[src/esvenc_pkg.sv]
// shared types, constants and helpers of the escaped varint string encoder
package esvenc_pkg;

  localparam int unsigned FIFO_DEPTH = 4;

  localparam logic [7:0] ESC_BYTE  = 8'hFF;
  localparam logic [7:0] ESC_ZERO  = 8'h01;
  localparam logic [7:0] TAG_SHORT = 8'hFE;
  localparam logic [7:0] TAG_LONG  = 8'hFD;
  localparam logic [7:0] TERM_BYTE = 8'h00;

  typedef enum logic [1:0] {
    FMT_TERM = 2'd0,
    FMT_ONE  = 2'd1,
    FMT_TWO  = 2'd2,
    FMT_FOUR = 2'd3
  } fmt_e;

  typedef struct packed {
    fmt_e            fmt;
    logic [3:0][7:0] data;
  } job_t;

  typedef struct packed {
    logic empty;
    logic full;
  } fifo_stat_t;

  function automatic logic [1:0] last_idx(input fmt_e fmt);
    logic [1:0] idx;
    unique case (fmt)
      FMT_TWO:  idx = 2'd1;
      FMT_FOUR: idx = 2'd3;
      default:  idx = 2'd0;
    endcase
    return idx;
  endfunction

endpackage

[src/esvenc_front.sv]
// front end: adds one to the word and classifies it into an encoding job
module esvenc_front import esvenc_pkg::*; (
  input  logic        kind_i,
  input  logic [31:0] value_i,
  output job_t        job_o
);

  logic [31:0] sum;

  assign sum = value_i + 32'd1;

  always_comb begin
    job_o.data = '0;
    if (kind_i) begin
      job_o.fmt = FMT_TERM;
    end else if (sum[31:8] == 24'd0) begin
      job_o.fmt     = FMT_ONE;
      job_o.data[0] = sum[7:0];
    end else if (sum[31:16] == 16'd0) begin
      job_o.fmt     = FMT_TWO;
      job_o.data[0] = sum[15:8];
      job_o.data[1] = sum[7:0];
    end else begin
      job_o.fmt     = FMT_FOUR;
      job_o.data[0] = sum[31:24];
      job_o.data[1] = sum[23:16];
      job_o.data[2] = sum[15:8];
      job_o.data[3] = sum[7:0];
    end
  end

endmodule

[src/esvenc_fifo.sv]
// short job queue between the front end and the byte sequencer
module esvenc_fifo import esvenc_pkg::*; #(
  parameter int unsigned Depth = FIFO_DEPTH
) (
  input  logic       clk_i,
  input  logic       rst_ni,
  input  logic       push_i,
  input  job_t       wdata_i,
  input  logic       pop_i,
  output job_t       rdata_o,
  output fifo_stat_t stat_o
);

  localparam int unsigned PtrW = (Depth > 1) ? $clog2(Depth) : 1;
  localparam int unsigned CntW = $clog2(Depth + 1);
  localparam logic [PtrW-1:0] PtrLast = PtrW'(Depth - 1);
  localparam logic [CntW-1:0] CntFull = CntW'(Depth);

  job_t            mem [Depth];
  logic [PtrW-1:0] wptr_q, wptr_d, rptr_q, rptr_d;
  logic [CntW-1:0] cnt_q, cnt_d;
  logic            do_push, do_pop;

  assign stat_o.empty = (cnt_q == '0);
  assign stat_o.full  = (cnt_q == CntFull);
  assign do_push      = push_i && !stat_o.full;
  assign do_pop       = pop_i && !stat_o.empty;
  assign rdata_o      = mem[rptr_q];

  always_comb begin
    wptr_d = wptr_q;
    rptr_d = rptr_q;
    cnt_d  = cnt_q;
    if (do_push) begin
      wptr_d = (wptr_q == PtrLast) ? '0 : wptr_q + 1'b1;
    end
    if (do_pop) begin
      rptr_d = (rptr_q == PtrLast) ? '0 : rptr_q + 1'b1;
    end
    if (do_push && !do_pop) begin
      cnt_d = cnt_q + 1'b1;
    end else if (do_pop && !do_push) begin
      cnt_d = cnt_q - 1'b1;
    end
  end

  always_ff @(posedge clk_i) begin
    if (do_push) begin
      mem[wptr_q] <= wdata_i;
    end
  end

  always_ff @(posedge clk_i or negedge rst_ni) begin
    if (!rst_ni) begin
      wptr_q <= '0;
      rptr_q <= '0;
      cnt_q  <= '0;
    end else begin
      wptr_q <= wptr_d;
      rptr_q <= rptr_d;
      cnt_q  <= cnt_d;
    end
  end

endmodule

[src/esvenc_back.sv]
// back end: walks one job per pass and emits its bytes into the output register
module esvenc_back import esvenc_pkg::*; (
  input  logic       clk_i,
  input  logic       rst_ni,
  input  job_t       job_i,
  input  fifo_stat_t stat_i,
  output logic       take_o,
  input  logic       pop_i,
  output logic       empty_o,
  output logic [7:0] out_byte_o,
  output logic       last_o
);

  localparam logic [1:0] MARK_HEAD = 2'd0;
  localparam logic [1:0] MARK_TAG  = 2'd1;
  localparam logic [1:0] MARK_DONE = 2'd2;

  job_t       job_q, job_d;
  logic       busy_q, busy_d;
  logic [1:0] mark_q, mark_d;
  logic [1:0] bidx_q, bidx_d;
  logic       esc_q, esc_d;
  logic [7:0] byte_q, byte_d;
  logic       last_q, last_d;
  logic       valid_q, valid_d;

  logic [7:0] cur_data, cur_byte;
  logic       marker_ph, at_last, needs_esc, done, emit;

  assign cur_data  = job_q.data[bidx_q];
  assign marker_ph = (job_q.fmt == FMT_TWO || job_q.fmt == FMT_FOUR) && (mark_q != MARK_DONE);
  assign at_last   = (bidx_q == last_idx(job_q.fmt));
  assign needs_esc = (cur_data == 8'h00) || (cur_data == ESC_BYTE);
  assign emit      = busy_q && (!valid_q || pop_i);

  always_comb begin
    cur_byte = cur_data;
    done     = 1'b0;
    priority if (job_q.fmt == FMT_TERM) begin
      cur_byte = TERM_BYTE;
      done     = 1'b1;
    end else if (marker_ph) begin
      if (mark_q == MARK_HEAD) begin
        cur_byte = ESC_BYTE;
      end else begin
        cur_byte = (job_q.fmt == FMT_TWO) ? TAG_SHORT : TAG_LONG;
      end
    end else if (esc_q) begin
      cur_byte = (cur_data == 8'h00) ? ESC_ZERO : ESC_BYTE;
      done     = at_last;
    end else if (needs_esc) begin
      cur_byte = ESC_BYTE;
    end else begin
      done = at_last;
    end
  end

  assign take_o = (!busy_q || (emit && done)) && !stat_i.empty;

  always_comb begin
    job_d   = job_q;
    busy_d  = busy_q;
    mark_d  = mark_q;
    bidx_d  = bidx_q;
    esc_d   = esc_q;
    byte_d  = byte_q;
    last_d  = last_q;
    valid_d = valid_q && !pop_i;
    if (emit) begin
      byte_d  = cur_byte;
      last_d  = done;
      valid_d = 1'b1;
      if (marker_ph && job_q.fmt != FMT_TERM) begin
        mark_d = mark_q + 1'b1;
      end else if (esc_q) begin
        esc_d  = 1'b0;
        bidx_d = bidx_q + 1'b1;
      end else if (needs_esc) begin
        esc_d = 1'b1;
      end else begin
        bidx_d = bidx_q + 1'b1;
      end
      if (done) begin
        busy_d = 1'b0;
      end
    end
    if (take_o) begin
      job_d  = job_i;
      busy_d = 1'b1;
      mark_d = MARK_HEAD;
      bidx_d = '0;
      esc_d  = 1'b0;
    end
  end

  always_ff @(posedge clk_i) begin
    job_q  <= job_d;
    mark_q <= mark_d;
    bidx_q <= bidx_d;
    byte_q <= byte_d;
    last_q <= last_d;
  end

  always_ff @(posedge clk_i or negedge rst_ni) begin
    if (!rst_ni) begin
      busy_q  <= 1'b0;
      esc_q   <= 1'b0;
      valid_q <= 1'b0;
    end else begin
      busy_q  <= busy_d;
      esc_q   <= esc_d;
      valid_q <= valid_d;
    end
  end

  assign empty_o    = !valid_q;
  assign out_byte_o = byte_q;
  assign last_o     = last_q;

  // escape second byte only follows a zero or all-ones data byte
  a_esc_data : assert property (@(posedge clk_i) disable iff (!rst_ni)
    busy_q && esc_q |-> (cur_data == 8'h00 || cur_data == ESC_BYTE))
    else $error("escape pending on plain data byte");

  // final byte of a job carries the last flag
  a_last_set : assert property (@(posedge clk_i) disable iff (!rst_ni)
    emit && done |=> valid_q && last_q)
    else $error("final beat lost its last flag");

  // inner bytes carry no last flag
  a_last_clr : assert property (@(posedge clk_i) disable iff (!rst_ni)
    emit && !done |=> valid_q && !last_q && busy_q)
    else $error("inner beat flagged last or job dropped");

  // a new job is only taken once the current one is finished
  a_take : assert property (@(posedge clk_i) disable iff (!rst_ni)
    take_o && busy_q |-> emit && done)
    else $error("job replaced before its final beat");

endmodule

[src/escaped_varint_string_encoder_top.sv]
// top level of the escaped varint string encoder
// Each accepted item becomes 1 to 10 output beats, one beat per cycle while the
// output register is empty or popped: a value item gives its data bytes (escape
// pairs for zero and all-ones bytes) behind a two-byte marker when the word plus
// one exceeds a byte, an end item gives one zero terminator. The back-end byte
// sequencer sets the rate, and it takes the next job from the queue in the same
// cycle as it emits the previous one's last byte, if the queue holds one. The front
// end takes one item per cycle while the job queue (FifoDepth entries) has room.
module escaped_varint_string_encoder_top import esvenc_pkg::*; #(
  parameter int unsigned FifoDepth = FIFO_DEPTH
) (
  input  logic        clk_i,
  input  logic        rst_ni,
  input  logic        push,
  output logic        full,
  input  logic        kind_i,
  input  logic [31:0] value_i,
  output logic        empty,
  input  logic        pop,
  output logic [7:0]  out_byte_o,
  output logic        last_o
);

  job_t       front_job, queue_job;
  fifo_stat_t stat;
  logic       take;

  esvenc_front u_front (
    .kind_i  (kind_i),
    .value_i (value_i),
    .job_o   (front_job)
  );

  esvenc_fifo #(
    .Depth (FifoDepth)
  ) u_fifo (
    .clk_i   (clk_i),
    .rst_ni  (rst_ni),
    .push_i  (push),
    .wdata_i (front_job),
    .pop_i   (take),
    .rdata_o (queue_job),
    .stat_o  (stat)
  );

  esvenc_back u_back (
    .clk_i      (clk_i),
    .rst_ni     (rst_ni),
    .job_i      (queue_job),
    .stat_i     (stat),
    .take_o     (take),
    .pop_i      (pop),
    .empty_o    (empty),
    .out_byte_o (out_byte_o),
    .last_o     (last_o)
  );

  assign full = stat.full;

endmodule

[config.mk]
export PLATFORM = sky130hd
export DESIGN_NAME = escaped_varint_string_encoder_top
export DESIGN_NICKNAME = d
export VERILOG_FILES = /design/src/esvenc_pkg.sv /design/src/esvenc_front.sv /design/src/esvenc_fifo.sv /design/src/esvenc_back.sv /design/src/escaped_varint_string_encoder_top.sv
export SDC_FILE = /design/constraint.sdc
export NUM_CORES = 1
export LEC_CHECK = 0
export BUFFER_PORTS_ARGS = -buffer_cell sky130_fd_sc_hd__clkbuf_2
export CORE_ASPECT_RATIO = 1.1
export CORE_UTILIZATION = 61
export DETAILED_ROUTE_END_ITERATION = 16
export GPL_TIMING_DRIVEN = 0
export PLACE_DENSITY = 0.76
export SYNTH_ARGS = -nofsm -noshare
export SYNTH_HDL_FRONTEND = slang
export SYNTH_SLANG_ARGS = --single-unit
[constraint.sdc]
create_clock -name clk_i -period 4.95 [get_ports clk_i]
set_clock_uncertainty 0.05 [all_clocks]
set_input_delay 0.99 -clock clk_i [delete_from_list [all_inputs] [get_ports clk_i]]
set_output_delay 0.99 -clock clk_i [all_outputs]
set_load 0.1 [all_outputs]
==> results of run 1 <==
## state kept, by name, summed over array words and instances (netlist names), 2 cells and up
signal,cells
u_fifo.wptr_q,2
u_back.out_byte_o,8
u_fifo.mem,136
u_fifo.rptr_q,2
u_back.job_q,34
u_fifo.cnt_q,3
u_back.mark_q,2
u_back.bidx_q,2
## logic make-up after synthesis
family	count (synthesis)	share of synthesized area
mux	47	0.1130
fa+ha+maj	10	0.01483
flops	193	0.6379
simple gates	170	0.1200
xor+xnor	40	0.04001
buf+inv	50	0.02490
compound gates	62	0.04924
## layout by cell type, fill, tap and decap left out, types with 8 or more instances in the layout
cell | netlist | routed
sky130_fd_sc_hd__edfxtp_1 | 179 | 179
sky130_fd_sc_hd__and4_1 | 8 | 8
sky130_fd_sc_hd__nor3_2 | 11 | 11
sky130_fd_sc_hd__dfrtp_1 | 10 | 10
sky130_fd_sc_hd__xnor2_1 | 15 | 15
sky130_fd_sc_hd__nand3_1 | 11 | 11
sky130_fd_sc_hd__clkbuf_2 | 1 | 37
sky130_fd_sc_hd__inv_1 | 12 | 12
sky130_fd_sc_hd__xor2_1 | 24 | 24
sky130_fd_sc_hd__nor3_1 | 9 | 9
sky130_fd_sc_hd__a21oi_1 | 19 | 19
sky130_fd_sc_hd__nand2b_1 | 11 | 11
sky130_fd_sc_hd__mux4_2 | 41 | 41
sky130_fd_sc_hd__nand4_1 | 24 | 24
sky130_fd_sc_hd__clkbuf_1 | 15 | 15
sky130_fd_sc_hd__ha_1 | 9 | 9
sky130_fd_sc_hd__nand2_1 | 23 | 23
sky130_fd_sc_hd__buf_2 | 12 | 12
sky130_fd_sc_hd__nor2_1 | 24 | 24
sky130_fd_sc_hd__clkbuf_16 | 0 | 17
## worst max-delay path, cell delays in order, from the launching register on
cell and delay, ns:
sky130_fd_sc_hd__dfxtp_1 0.37, sky130_fd_sc_hd__buf_1 0.44, sky130_fd_sc_hd__mux4_2 0.44, sky130_fd_sc_hd__or4_4 0.55, sky130_fd_sc_hd__nor2_4 0.14, sky130_fd_sc_hd__o21bai_2 0.11
sky130_fd_sc_hd__nand3_2 0.12, sky130_fd_sc_hd__a31oi_4 0.31, sky130_fd_sc_hd__inv_2 0.12, sky130_fd_sc_hd__ha_1 0.18, sky130_fd_sc_hd__inv_1 0.06, sky130_fd_sc_hd__fa_1 0.38
sky130_fd_sc_hd__xor2_1 0.15, sky130_fd_sc_hd__nor2_1 0.11, sky130_fd_sc_hd__xor2_1 0.15
## through the flow
step | utilization | area (µm²)
after detailed placement | 0.6602 | 9499
after global placement | 0.6508 | 9364
final | 0.7031 | 10120
after CTS | 0.7031 | 10120
after global routing | 0.7031 | 10120
after floorplan | - | 8944
## synthesized netlist by cell type (3+ instances only)
cell type / count / share of area
sky130_fd_sc_hd__a211oi_1: 4 / 0.0034
sky130_fd_sc_hd__a21oi_1: 19 / 0.011
sky130_fd_sc_hd__a221oi_1: 4 / 0.0039
sky130_fd_sc_hd__a311oi_1: 3 / 0.0029
sky130_fd_sc_hd__a31oi_1: 5 / 0.0035
sky130_fd_sc_hd__and2_1: 10 / 0.0070
sky130_fd_sc_hd__and3_1: 4 / 0.0028
sky130_fd_sc_hd__and4_1: 8 / 0.0078
sky130_fd_sc_hd__buf_1: 5 / 0.0021
sky130_fd_sc_hd__buf_2: 12 / 0.0067
sky130_fd_sc_hd__clkbuf_1: 15 / 0.0063
sky130_fd_sc_hd__dfrtp_1: 10 / 0.028
sky130_fd_sc_hd__dfxtp_1: 4 / 0.0090
sky130_fd_sc_hd__edfxtp_1: 179 / 0.60
sky130_fd_sc_hd__ha_1: 9 / 0.013
sky130_fd_sc_hd__inv_1: 12 / 0.0050
sky130_fd_sc_hd__mux4_2: 41 / 0.10
sky130_fd_sc_hd__nand2_1: 23 / 0.0097
sky130_fd_sc_hd__nand2b_1: 11 / 0.0077
sky130_fd_sc_hd__nand3_1: 11 / 0.0062
sky130_fd_sc_hd__nand4_1: 24 / 0.017
sky130_fd_sc_hd__nand4b_1: 6 / 0.0059
sky130_fd_sc_hd__nor2_1: 24 / 0.010
sky130_fd_sc_hd__nor3_1: 9 / 0.0050
sky130_fd_sc_hd__nor3_2: 11 / 0.012
sky130_fd_sc_hd__nor3b_1: 4 / 0.0034
sky130_fd_sc_hd__nor4_1: 5 / 0.0035
sky130_fd_sc_hd__nor4_2: 3 / 0.0042
sky130_fd_sc_hd__o21ai_0: 5 / 0.0028
sky130_fd_sc_hd__o22ai_1: 3 / 0.0021
sky130_fd_sc_hd__o31ai_1: 6 / 0.0050
sky130_fd_sc_hd__or3_1: 4 / 0.0028
sky130_fd_sc_hd__xnor2_1: 15 / 0.015
sky130_fd_sc_hd__xor2_1: 24 / 0.024
## power breakdown
part | switching (mW) | leakage, nW | internal (mW) | total (mW)
Combinational | 1.18 | 1.25 | 0.736 | 1.91
Sequential | 0.199 | 1.82 | 2.40 | 2.60
Clock | 0.628 | 0.299 | 0.771 | 1.40
## path summary, 6_finish.rpt
check | from | end | slack [ns] | cells past startpoint
setup / recovery | u_back.bidx_q[1] | u_fifo.cnt_q[2] | 1.20 | 14
hold / removal | rst_ni | u_fifo.cnt_q[2] | 0.37 | 1
setup reg to reg | u_back.bidx_q[1] | u_fifo.cnt_q[2] | 1.20 | 14
hold reg to reg | u_fifo.cnt_q[2] | u_fifo.cnt_q[2] | 0.47 | 1
max in group asynchronous | rst_ni | u_back.busy_q | 4.26 | 1
min in group clk_i | u_fifo.cnt_q[2] | u_fifo.cnt_q[2] | 0.47 | 1
## final cells by class
class,instances,area [µm²]
plain buffers,36,170.2
multi-input cells,329,3020
well taps,192,240.2
clock inverters,15,192.7
clock buffers,17,425.4
inverters,14,52.55
repair buffers,41,310.3
flip-flops and latches,193,5705
fillers,929,4272
## per-layer routing
layer,track usage,part of all wire,up-vias
li1,-,-,2404
met1,0.3034,0.38,2668
met2,0.4779,0.53,236
met3,0.04388,0.052,50
met4,0.1161,0.035,0
met5,0,0,-
==> qor.csv, run 1 <==
stage,metric,value,unit
clocking,cts_resized,0,
setup_path,timing_worst_setup_path_type,flop to flop,
cells_and_area,diodes,0,
route,ant_nets,0,
die,die_h,129.0,µm
timing,finalCritPeriodShare,0.7583,
synthesis,post_synth_arst_share,0.05181,
clocking,cts.path.max_buffers,2,
cells_and_area,fin_nets,679,
grt,grt_pass1_wl,29.19,mm
timing,report.final.setup_viol,0,
grt,grt_start_max_net_pins,26,
synthesis,synth_seq_area_share,0.6379,
timing,rsz0062_at_grt,no,
synthesis,synthesis.area_per_instance,15.64,µm²
place,place_worst_setup_slack,0.8950,ns
clocking,worst_skew_pair.late_latency,0.42,ns
synthesis,yosysUniqueCellTypes,65,
timing,tightest_slew,0.9253,ns
synthesis,synthesis.nets,619,
place,place_congestion,0.9570,
route,viasPerCell,6.401,
die,io_pins,48,
setup_path,worst-path-max-fanout,18,
clocking,clk_pin_slew,0.07,ns
grt,grt_pass1_vias,5377,
synthesis,postSynthCellCount,572,
timing,maxClockFrequency,0.2664,GHz
place,hpwl,12.90,mm
timing,fin_tns_setup,0,ns
synthesis,number_of_synthesized_flops_with_an_enable_pin,179,
route,routedWlPerCell,22.25,µm
place,placed_cells,805,
grt,grt_antenna_before_repair,0,
setup_path,arrival,4.05,ns
route,wl,18.62,mm
clocking,tritoncts.num_buffers,17,
timing,max-slew-margin-rel,0.3831,
synthesis,synthesis.yosys.warnings,0,
clocking,ctsHoldBuffers,0,
clocking,tritoncts_num_sinks,193,
synthesis,dominantRegCellSynth,sky130_fd_sc_hd__edfxtp_1,
cells_and_area,finalNonFillerCells,837,
pwr,power_per_cell_area,584.7,mW/mm²
pwr,finalPower,5.915,mW
pwr,irDropWorstVdd,0.0003539,V
clocking,cts_tree,yes,
die,design.core.area,0.01439,mm²
pwr,leakagePower,3.371,nW
timing,hold_viol,0,
cells_and_area,fraction_of_layout_cells_with_a_size_suffix_above_1,0.2589,
die,horizontal_extent_of_the_die,117.5,µm
synthesis,ys_ff_latch,193,
clocking,cts-root-buf,sky130_fd_sc_hd__clkbuf_16,
die,start_util,0.6216,
die,die_outline_area,0.01515,mm²
route,route.vias.total,5358,
die,floorplan.rows,46,
route,drc,0,
cells_and_area,area_growth,13.12,%
setup_path,endpoint_kind,flop,
route,drt_iter0_markers,448,
timing,post-route-min-period,3.753,ns
timing,setup_ws,1.197,ns
grt,global_route.usage.total,0.2604,
timing,finalMaxSlewViolations,0,
clocking,cts_max_level,4,
grt,grt_remaining_overflow,0,
status,outcome,"complete, no violations",
place,numPortBuffers,36,
clocking,post_cts_buffers,0,
synthesis,post_synth_instance_area,0.008944,mm²
worst_hold_path,hold_path.class,primary input to asynchronous set/reset pin,
setup_path,critPathLaunchType,flop,
route,drtPass1Iterations,5,
timing,fin_hold_ws,0.3744,ns
run,max-cap-violations,0,
setup_path,crit_required,5.25,ns
Power figures use the tool's default switching activity.
==> run 2: changes to the inputs <==
Clock period 4.95 ns to 3.6 ns, I/O delays scaled along.
==> qor.csv, run 2 (synthesized netlist as in run 1, its figures left out) <==
stage,metric,value,unit,change
route,wl,18.24,mm,was 18.62 mm
setup_path,endpoint_kind,flop,,unchanged
timing,maxClockFrequency,0.2940,GHz,
setup_path,crit_path_cell_trace,clkbuf_2 > nand4_1 > nor4_2 > nand4_1 > xor2_1 > nor4b_4 > nand4_1 > a221oi_1,,was buf_1 > mux4_2 > or4_4 > nor2_4 > o21bai_2 > nand3_2 > a31oi_4 > inv_2 > ha_1 > inv_1 > fa_1 > xor2_1 > nor2_1 > xor2_1
pwr,irDropWorstVdd,0.0004470,V,was 0.0003539 V
setup_path,worst-path-max-fanout,10,,was 18
clocking,cts-root-buf,sky130_fd_sc_hd__clkbuf_16,,unchanged
timing,hold_viol,0,,unchanged
setup_path,setup.reg_to_reg.worst_slack,0.26,ns,was 1.20 ns
pwr,finalPower,7.938,mW,was 5.915 mW
grt,grt_pass1_vias,5362,,was 5377
route,drc,0,,unchanged
route,route.vias.total,5275,,was 5358
setup_path,worst_r2r_path_depth,14,,unchanged
cells_and_area,post-route-cell-area,0.01004,mm²,was 0.01012 mm²
route,viasPerCell,6.295,,was 6.401
pwr,swShare,0.3428,,was 0.3389
die,design.core.area,0.01439,mm²,unchanged
die,io_pins,48,,unchanged
cells_and_area,final.fill_count,943,,was 929
run,max-cap-violations,0,,unchanged
clocking,cts_max_level,4,,unchanged
pwr,power.share.sequential,0.451,,was 0.440
route,drt_iter0_markers,462,,was 448
route,ant_nets,0,,unchanged
pwr,pwr-share-comb,0.330,,was 0.324
cells_and_area,sequential_cell_area_in_the_final_layout,0.005707,mm²,was 0.005705 mm²
cells_and_area,fraction_of_layout_cells_with_a_size_suffix_above_1,0.2647,,was 0.2589
timing,post-route-min-period,3.402,ns,
setup_path,arrival,3.48,ns,was 4.05 ns
timing,finalMaxSlewViolations,0,,unchanged
timing,report.final.setup_viol,0,,unchanged
setup_path,timing_worst_setup_path_type,primary input to flop,,was flop to flop
die,die_h,129.0,µm,unchanged
setup_path,worst_r2r_start,u_back.bidx_q[0],,was u_back.bidx_q[1]
timing,max-slew-margin-rel,0.3504,,was 0.3831
pwr,power_per_cell_area,790.6,mW/mm²,was 584.7 mW/mm²
setup_path,critical-path-max-stage-delay,0.65,ns,was 0.55 ns
place,hpwl,12.62,mm,was 12.90 mm
clocking,clk_pin_slew,0.07,ns,about the same
cells_and_area,flip_flop_count_of_the_largest_register_after_layout,136,,unchanged
status,outcome,"complete, no violations",,unchanged
grt,global_route.usage.total,0.2617,,was 0.2604
cells_and_area,diodes,0,,unchanged
place,total_placed_instance_area,0.009474,mm²,was 0.009499 mm²
worst_hold_path,hold_path.class,primary input to asynchronous set/reset pin,,unchanged
setup_path,crit_path_top_delay_cell,sky130_fd_sc_hd__nor4_2,,was sky130_fd_sc_hd__or4_4
place,numPortBuffers,36,,unchanged
pwr,power.internal,5.216,mW,was 3.911 mW
timing,finalCritPeriodShare,0.9450,,
die,floorplan.rows,46,,unchanged
grt,grt_remaining_overflow,0,,unchanged
clocking,cts_tree,yes,,unchanged
timing,setup_ws,0.1982,ns,was 1.197 ns
setup_path,crit_top_cell,sky130_fd_sc_hd__nand4_1,,was sky130_fd_sc_hd__xor2_1
place,place_congestion,0.9432,,was 0.9570
setup_path,crit-reg2reg-capture,u_fifo.cnt_q[2],,unchanged
clocking,tritoncts.num_buffers,17,,unchanged
pwr,switching_component_of_the_power,2.721,mW,was 2.005 mW
cells_and_area,area_occupied_by_multi_input_gates,0.003032,mm²,was 0.003020 mm²
clocking,ctsHoldBuffers,0,,unchanged
cells_and_area,final_core_util,0.6978,,was 0.7031
setup_path,critPathLaunchType,primary input,,was flop
cells_and_area,fin_nets,680,,was 679
cells_and_area,area_growth,12.27,%,was 13.12%
clocking,tritoncts_num_sinks,193,,unchanged
cells_and_area,layout.cells.most_common_list,"sky130_fd_sc_hd__edfxtp_1 (179), sky130_fd_sc_hd__mux4_2 (41), sky130_fd_sc_hd__clkbuf_2 (37)",,unchanged
pwr,clock_power_share,0.219,,was 0.237
grt,grt_pass1_wl,28.86,mm,was 29.19 mm
clocking,worst_skew_pair.late_latency,0.42,ns,about the same
pwr,leakagePower,3.344,nW,was 3.371 nW
setup_path,timing.critical_path.from,value_i[9],,was u_back.bidx_q[1]
die,horizontal_extent_of_the_die,117.5,µm,unchanged
die,start_util,0.6216,,unchanged
place,place_worst_setup_slack,-0.2690,ns,was 0.8950 ns
setup_path,timing.critical_path.to,u_fifo.mem[3][0],,was u_fifo.cnt_q[2]
grt,grt_start_max_net_pins,34,,was 26
timing,tightest_slew,0.9744,ns,was 0.9253 ns
cells_and_area,layout_commonest_cell,sky130_fd_sc_hd__edfxtp_1,,unchanged
setup_path,crit_required,3.68,ns,was 5.25 ns
die,die_outline_area,0.01515,mm²,unchanged
route,drtPass1Iterations,6,,was 5
grt,grt_antenna_before_repair,0,,unchanged
timing,rsz0062_at_grt,no,,unchanged
clocking,cts.path.max_buffers,2,,unchanged
cells_and_area,largest_register,u_fifo.mem,,unchanged
route,routedWlPerCell,21.76,µm,was 22.25 µm
[run 2: metrics by stage]
step | instances | hold slack, ns | TNS, ns
after floorplan | 572 | 0.3744 | 0
after global placement | 800 | 0.4407 | -1.891
after detailed placement | 805 | 0.4551 | -7.676
after CTS | 838 | 0.09161 | 0
after global routing | 838 | 0.1059 | 0
final | 838 | 0.1004 | 0
[run 2: critical path, delay by kind of cell]
kind            cells  cell delay (ns)
simple gates        5             1.74
buf+inv             1             0.15
xor+xnor            1             0.26
compound gates      1             0.60
[run 2: how the worst min path moves through the flow]
stage,to,depth (start not counted)
final,u_fifo.cnt_q[2],1
after global routing,u_fifo.cnt_q[2],1
after CTS,u_fifo.cnt_q[0],1
after detailed placement,u_fifo.cnt_q[2],1
after global placement,u_fifo.cnt_q[2],1
after floorplan,u_back.busy_q,0
[run 2: layout make-up]
class,instances,area share
buffer,36,0.01707
clock buffer,17,0.04237
clock inverter,15,0.01246
inverter,14,0.005234
multi-input combinational,329,0.3019
sequential,193,0.5683
tap,192,0.02393
timing repair buffer,42,0.02866
[run 2: power by group through the flow]
stage          Combinational [mW]  Clock, mW  Sequential [mW]
4_1_cts                      2.65       1.77             3.59
5_1_grt                      2.83       1.85             3.63
6_report                     2.62       1.74             3.58
3_5_place_dp                 2.62          0             3.63
2_1_floorplan                1.60          0             3.88
3_3_place_gp                 2.45          0             3.61
[run 2: routing by layer]
layer | track usage | up-vias | wire, µm
met1 | 0.3126 | 2588 | 7081
li1 | - | 2394 | -
met5 | 0 | - | 0
met4 | 0.1425 | 0 | 760
met3 | 0.04034 | 52 | 830
met2 | 0.4626 | 241 | 9566
[run 2: what timing repair did]
action | CTS | global route
resized for setup | 1 | 2
pin swaps | 1 | 0
setup buffers | 1 | 0
endpoints found under the setup margin | 2 | 5
